[config.mk]
export PLATFORM = sky130hd
export DESIGN_NAME = dms_trig
export DESIGN_NICKNAME = d
export VERILOG_FILES = /design/src/hw/rtl/dms_pkg.sv /design/src/hw/rtl/dms_trig.sv
export SDC_FILE = /design/constraint.sdc
export NUM_CORES = 2
export LEC_CHECK = 0
export BUFFER_PORTS_ARGS = -buffer_cell sky130_fd_sc_hd__buf_2
export CORE_ASPECT_RATIO = 1.2
export CORE_MARGIN = 1
export CORE_UTILIZATION = 48
export DETAILED_ROUTE_END_ITERATION = 10
export PLACE_DENSITY = 0.65
export SKIP_LAST_GASP = 1
export SYNTH_ARGS = -nofsm -noshare
export SYNTH_HDL_FRONTEND = slang
export SYNTH_SLANG_ARGS = --single-unit
[constraint.sdc]
create_clock -name clk -period 5.94 [get_ports clk]
set_input_delay 0.594 -clock clk [delete_from_list [all_inputs] [get_ports clk]]
set_output_delay 0.594 -clock clk [all_outputs]
set_load 0.01 [all_outputs]
[src/hw/rtl/dms_pkg.sv]
// Shared constants and helpers for the DMS sphere to Cartesian converter.
// No dependencies; used by dms_trig, dms_sphere_to_cartesian and the bench.
package dms_pkg;

  localparam int AngleFracBits = 16;
  localparam int TrigStages    = 18;

  localparam logic [20:0] SecPerQuarter = 21'd324000;
  localparam logic [20:0] SecPerTurn    = 21'd1296000;
  localparam logic [38:0] RadPerSecQ56  = 39'd349345074174;
  localparam logic [29:0] GainInvQ30    = 30'd652032874;
  localparam logic [15:0] RadiusReset   = 16'd6371;
  localparam int          OutLimit      = 16776960;

  // atan(2^-i) in Q30
  function automatic logic [29:0] atan_q30(input int i);
    logic [29:0] r;
    begin
      case (i)
        0:  r = 30'd843314857;
        1:  r = 30'd497837829;
        2:  r = 30'd263043837;
        3:  r = 30'd133525159;
        4:  r = 30'd67021687;
        5:  r = 30'd33543516;
        6:  r = 30'd16775851;
        7:  r = 30'd8388437;
        8:  r = 30'd4194283;
        9:  r = 30'd2097149;
        10: r = 30'd1048576;
        default: r = (i <= 30) ? 30'(64'd1 << (30 - i)) : 30'd0;
      endcase
      return r;
    end
  endfunction

  // round half up of a Q30 value to F fraction bits
  function automatic logic [31:0] q30_round(input logic [29:0] v, input int f);
    logic [63:0] t;
    begin
      t = ({34'd0, v} << 1) + (64'd1 << (30 - f));
      return 32'(t >> (31 - f));
    end
  endfunction

endpackage

[src/hw/rtl/dms_trig.sv]
// Pipelined cosine and sine of an angle in arc seconds (rotation CORDIC).
// Depends on dms_pkg.
module dms_trig #(
  parameter int ANGLE_FRAC_BITS = dms_pkg::AngleFracBits,
  parameter int TRIG_STAGES     = dms_pkg::TrigStages
) (
  input  logic                         clk,
  input  logic [20:0]                  secs,
  output logic signed [ANGLE_FRAC_BITS+2:0] cos_out,
  output logic signed [ANGLE_FRAC_BITS+2:0] sin_out
);
  localparam int W  = ANGLE_FRAC_BITS + 3;
  localparam int AW = ANGLE_FRAC_BITS + 3;

  // stage A: reduce modulo one turn (input < 2 turns)
  logic [20:0] red;
  always_ff @(posedge clk) begin
    red <= (secs >= dms_pkg::SecPerTurn) ? secs - dms_pkg::SecPerTurn : secs;
  end

  // stage B: quadrant split
  logic [1:0]  quad;
  logic [18:0] rest;
  always_ff @(posedge clk) begin
    if (red >= 21'd972000) begin
      quad <= 2'd3; rest <= 19'(red - 21'd972000);
    end else if (red >= 21'd648000) begin
      quad <= 2'd2; rest <= 19'(red - 21'd648000);
    end else if (red >= dms_pkg::SecPerQuarter) begin
      quad <= 2'd1; rest <= 19'(red - dms_pkg::SecPerQuarter);
    end else begin
      quad <= 2'd0; rest <= 19'(red);
    end
  end

  // stage C: to radians, rounded to F fraction bits
  logic [57:0] prod;
  logic [1:0]  quad_c;
  always_ff @(posedge clk) begin
    prod   <= {39'd0, rest} * {19'd0, dms_pkg::RadPerSecQ56};
    quad_c <= quad;
  end
  logic signed [AW-1:0] ang0;
  logic [57:0] prod_r;
  assign prod_r = prod + (58'd1 << (55 - ANGLE_FRAC_BITS));
  assign ang0 = AW'(prod_r >> (56 - ANGLE_FRAC_BITS));

  // CORDIC stages
  logic signed [W-1:0]  xs [TRIG_STAGES+1];
  logic signed [W-1:0]  ys [TRIG_STAGES+1];
  logic signed [AW-1:0] as [TRIG_STAGES+1];
  logic [1:0]           qs [TRIG_STAGES+1];
  assign xs[0] = W'(dms_pkg::q30_round(dms_pkg::GainInvQ30, ANGLE_FRAC_BITS));
  assign ys[0] = '0;
  assign as[0] = ang0;
  assign qs[0] = quad_c;

  for (genvar i = 0; i < TRIG_STAGES; i++) begin : g_stage
    localparam logic signed [AW-1:0] DA =
      AW'(dms_pkg::q30_round(dms_pkg::atan_q30(i), ANGLE_FRAC_BITS));
    logic signed [W-1:0] dx, dy;
    assign dx = ys[i] >>> i;
    assign dy = xs[i] >>> i;
    always_ff @(posedge clk) begin
      if (!as[i][AW-1]) begin
        xs[i+1] <= xs[i] - dx; ys[i+1] <= ys[i] + dy; as[i+1] <= as[i] - DA;
      end else begin
        xs[i+1] <= xs[i] + dx; ys[i+1] <= ys[i] - dy; as[i+1] <= as[i] + DA;
      end
      qs[i+1] <= qs[i];
    end
  end

  // quadrant fold
  logic signed [W-1:0] xf, yf;
  assign xf = xs[TRIG_STAGES];
  assign yf = ys[TRIG_STAGES];
  always_ff @(posedge clk) begin
    case (qs[TRIG_STAGES])
      2'd0:    begin cos_out <= xf;  sin_out <= yf;  end
      2'd1:    begin cos_out <= -yf; sin_out <= xf;  end
      2'd2:    begin cos_out <= -xf; sin_out <= -yf; end
      default: begin cos_out <= yf;  sin_out <= -xf; end
    endcase
  end
endmodule

# Word level (Yosys, flattened, before mapping)
# Index checks and enable logic that the tools add are counted.
[totals]
in_bits = 22
wordCells = 248
register_bits = 1138
out_inout_bits = 38
[op_classes]
n_mux = 58
multipliers = 1
n_lt_le_gt_ge = 4
n_addsub = 104
eq_ne = 2
n_reduce_logical = 2
[op_table]
columns = ["op", "n"]
rows = [
  ["$mux 19", 51],
  ["$pmux 19 s3", 2],
  ["$add 58x40->58 const B", 1],
  ["$mul 19x38->57 const B", 1],
  ["$ge 21x20->1 const B", 2],
  ["$add 19x10->19", 2],
  ["$add 19x11->19", 2],
  ["$add 19x12->19", 2],
  ["$add 19x12->19 const B", 2],
  ["$add 19x13->19", 2],
  ["$add 19x14->19", 2],
  ["$add 19x15->19", 2],
  ["$add 19x16->19", 2],
  ["$add 19x2->19", 2],
  ["$add 19x3->19", 2],
  ["$add 19x4->19", 2],
  ["$add 19x5->19", 2],
  ["$add 19x6->19", 2],
  ["$add 19x7->19", 2],
  ["$add 19x8->19", 2],
  ["$add 19x9->19", 2],
  ["$neg 19->19", 2],
  ["$sub 19x10->19", 2],
  ["$sub 19x11->19", 2],
  ["other kinds (57)", 76],
]

# Logic depth before layout (Yosys ltp)
[depth]
depth_word = 4
depth_mapped = 22
ltp_nobuf = 22

# Worst setup path after synthesis
# Ideal clock, no wire load.
[synth_timing]
path_type = "register to register"
from = "register rest[8]"
to = "register prod[49]"
slack_ns = -0.038
n_path_buf = 0
required_time_ns = 5.868
setup_time_ns = 0.072
path_stages_with_launch = 21
arrival_ns = 5.906
synth_period_minus_slack_ns = 5.978
cell_sequence = "dfxtp_1 -> fa_1 -> fa_1 -> inv_1 -> fa_1 -> inv_1 -> fa_1 -> fa_1 -> inv_1 -> fa_1 -> inv_1 -> ha_1 -> nand4_1 -> or2_2 -> nor4b_1 -> a211oi_1 -> o21ai_0 -> o21bai_1 -> a21boi_0 -> o21bai_1 -> xor2_1"
[synth_between]
elab_chain_cells = 1
[synth_rtl]
columns = ["item", "line", "rtl"]
rows = [
  ["start: declaration", "dms_trig.sv:23", "logic [18:0] rest;"],
  ["start signal: assignment", "dms_trig.sv:26", "quad <= 2'd3; rest <= 19'(red - 21'd972000);"],
  ["start signal: assignment", "dms_trig.sv:28", "quad <= 2'd2; rest <= 19'(red - 21'd648000);"],
  ["start signal: assignment", "dms_trig.sv:30", "quad <= 2'd1; rest <= 19'(red - dms_pkg::SecPerQuarter);"],
  ["$mul 19x38->57", "dms_trig.sv:40", "prod <= {39'd0, rest} * {19'd0, dms_pkg::RadPerSecQ56};"],
  ["end signal: assignment", "dms_trig.sv:40", ""],
  ["end: declaration", "dms_trig.sv:37", "logic [57:0] prod;"],
]
# Every way passes these cells.
# A chain may end at the register's enable or synchronous reset.

# Worst setup path in the final report
[layout_timing]
from = "register rest[18]"
to = "register prod[56]"
# The elaborated chain is that of the path after synthesis.

==> flow_metrics.py <==
metrics = {
    "floorplanning": {
        "die_w_um": 362,
        "initial_core_util_pct": 48.3,
        "core_area_um2": 154000,
        "die_h_um": 434,
        "rows": 158,
        "fp.dieArea_um2": 157000,
        "pin_count": 60,
    },
    "job": {
        "cap_violations": 0,
    },
    "clock_network": {
        "clk_pin_slew_ns": 0.08,
        "clock_latency_ns": 0.77,
        "cts_inserted_buffers": 109,
        "cts_max_level": 3,
        "cts-root-buf": "clkbuf_16",
        "cts_sinks": 1046,
        "clockBufferDepth": 3,
        "cts_tree": "yes",
    },
    "logic_synthesis": {
        "synth_edf_count": 0,
        "synth_top_area_cell": "dfxtp_1",
        "synthArstFlopShare_pct": 0,
        "synth.mux.area_fraction_pct": 1.25,
        "yosysSeqAreaShare_pct": 28.1,
        "synth.distinct_cells": 90,
        "synth-simple-area-share_pct": 12.8,
        "synth-compound-area-share_pct": 15.6,
        "synthAdderAreaFrac_pct": 26.4,
        "syn-num-nets": 9615,
        "synth-main-ff-cell": "dfxtp_1",
        "synth-xor-area-share_pct": 11.0,
        "ys_top_cells_by_area": "dfxtp_1, ha_1, fa_1, xnor2_1, a21oi_1",
        "synth_top_family_by_area": "adder cells",
        "ys_warn_count": 0,
        "netlist_area_um2": 74600,
        "synthCells": 8211,
        "syn_avg_cell_area_um2": 9.08,
        "ys_ff_latch": 1046,
        "synth_top_area_share_pct": 28.1,
    },
    "grt": {
        "antenna_found_initial": 1,
        "track_usage_pct": 22.2,
        "overflow": 0,
        "grt_pass1_wl_mm": 284,
        "grt_max_degree": 72,
        "grt_pass1_vias": 57224,
    },
    "layout": {
        "drive_above_1_share_pct": 7.79,
        "layout.nets": 9889,
        "mostFrequentLayoutCells": "ha_1, dfxtp_1, inv_1, a21oi_1, xnor2_1",
        "n_fill_cell": 14048,
        "final_common_cell": "ha_1",
        "antennaDiodeCount": 0,
        "area_growth_pct": 11.8,
    },
    "sta": {
        "tns_ns": 0,
        "post-route-min-period_ns": 5.86,
        "slew_violations": 0,
        "tightest_slew_ns": 1.11,
        "final-setup-viol-count": 0,
        "fin_skew_ns": 0.0587,
        "rsz0062_at_grt": "yes",
        "slew_headroom_pct": 25.1,
        "post-route-period-util_pct": 98.6,
        "hold_viol_final": 0,
        "timing.fmax_ghz": 0.171,
    },
    "place": {
        "numPortBuffers": 59,
        "hpwlAfterDp_mm": 144,
        "place_congestion": 0.939,
    },
    "setup_path": {
        "cp_max_fo": 3,
        "worstSetupEndpointType": "flop",
        "worstPathRequired_ns": 6.60,
        "cp_num_buf_inv": 5,
        "critPathKind": "reg -> reg",
        "cp_cell_sequence": "fa_2 -> inv_4 -> fa_1 -> fa_2 -> fa_1 -> inv_1 -> fa_1 -> inv_2 -> fa_2 -> inv_2 -> ha_4 -> nand2_2 -> o21ai_4 -> a311oi_4 -> a211oi_4 -> o211ai_1 -> buf_4 -> nand3_2 -> nand2_1 -> or2_2 -> a32oi_2",
        "start_kind": "flop",
        "max_stage_delay_ns": 0.62,
        "cp_top_family": "adder cells",
        "arrival_ns": 6.52,
        "cp_slowest_cell": "fa_2",
    },
    "route": {
        "vias_per_cell": 5.36,
        "dr.pass1.iters": 6,
        "wl_per_cell_um": 16.5,
        "wirelength_mm": 175,
        "dr.first_iter.drc_count": 2644,
        "post-route-drc-count": 0,
        "ant_nets": 0,
        "vias": 57174,
    },
    "outcome": {
        "outcome": "finished, final reports clean",
    },
    "worst_hold_path": {
        "worst_hold_path_type": "in -> reg",
    },
}
-- cells in the mapped netlist (all sizes together) (75+ instances only) --
| cell type | instances |
|---|---|
| or3 | 78 |
| fa | 318 |
| nand3 | 152 |
| ha | 1064 |
| dfxtp | 1046 |
| xor2 | 298 |
| nor2b | 75 |
| clkbuf | 76 |
| nor3 | 256 |
| inv | 849 |
| a21oi | 658 |
| o21bai | 118 |
| a21o | 199 |
| xnor2 | 635 |
| nand2 | 404 |
| nor2 | 608 |
| o21ai | 337 |
-- cell type report --
type / instances / area [µm²] / area share [%]
Clock buffer: 135 / 3000 / 3.59
Clock inverter: 68 / 1040 / 1.24
Inverter: 851 / 3200 / 3.83
Multi-Input combinational cell: 6218 / 50700 / 60.8
Sequential cell: 1046 / 21000 / 25.2
Tap cell: 2080 / 2600 / 3.12
Timing Repair Buffer: 259 / 1850 / 2.22
-- flip-flops by register name, summed over array words and instances, names as in the netlist, 21 cells and up --
register and flops:
ys 150, qs 36, xs 150, g_stage.dx 132, red 21, g_stage.dy 134, as 305
-- metal layers --
metal | vias to the layer above | wire, µm | share of wire (%) | global-route usage, %
met5 | - | 0 | 0 | 0
met4 | 0 | 7930 | 4.5 | 10.2
met3 | 343 | 4560 | 2.6 | 2.24
met2 | 807 | 92000 | 52 | 43.0
met1 | 26912 | 70800 | 40 | 24.1
li1 | 29112 | - | - | -
-- stage by stage --
stage	hold slack, ns	cells	utilization [%]	instance area, µm²	worst slack (ns)
final	0.0800	10657	54.0	83400	0.0809
after global routing	0.0628	10657	54.0	83400	-0.135
after CTS	0.0217	10648	53.6	82700	0.00700
after detailed placement	0.312	10437	50.8	78500	-0.432
after global placement	0.311	10437	50.8	78500	-0.356
after floorplan	0.310	8211	-	74600	0.0917
-- worst register-to-register path, delay by kind of cell (launching register included) --
family / cells / cell delay, ns
compound gates: 5 / 1.00
fa+ha+maj: 7 / 3.52
buf+inv: 5 / 0.39
flops: 1 / 0.35
simple gates: 4 / 0.52
-- logic make-up (layout without fill, tap and decap cells) --
group,Yosys count,after routing
and+or+nand+nor,1976,1976
AOI/OAI and AO/OA,1847,1847
adders and majority gates,1383,1383
DFF,1046,1046
buffers and inverters,947,1313
xor gates and xnor gates,935,935
muxes,77,77
-- worst paths after layout --
path | start | endpoint | slack (ns) | cells after the start
worst max-delay path | rest[18] | prod[56] | 0.08 | 21
worst max register to register | rest[18] | prod[56] | 0.08 | 21
worst min-delay path | secs[10] | red[10] | 0.08 | 2
worst min register to register | as[217] | as[198] | 0.29 | 0
-- timing repair --
action                                  4_1_cts  5_1_grt
endpoints found under the setup margin       14       17
hold buffers                                  7        0
hold endpoints to repair                      7        0
pin swaps                                    14      105
setup buffers                                 1       10
gates resized for setup                      28      131
Power is not shown: default switching activity piles up to over one toggle a cycle in this logic, so the estimate is an artifact.
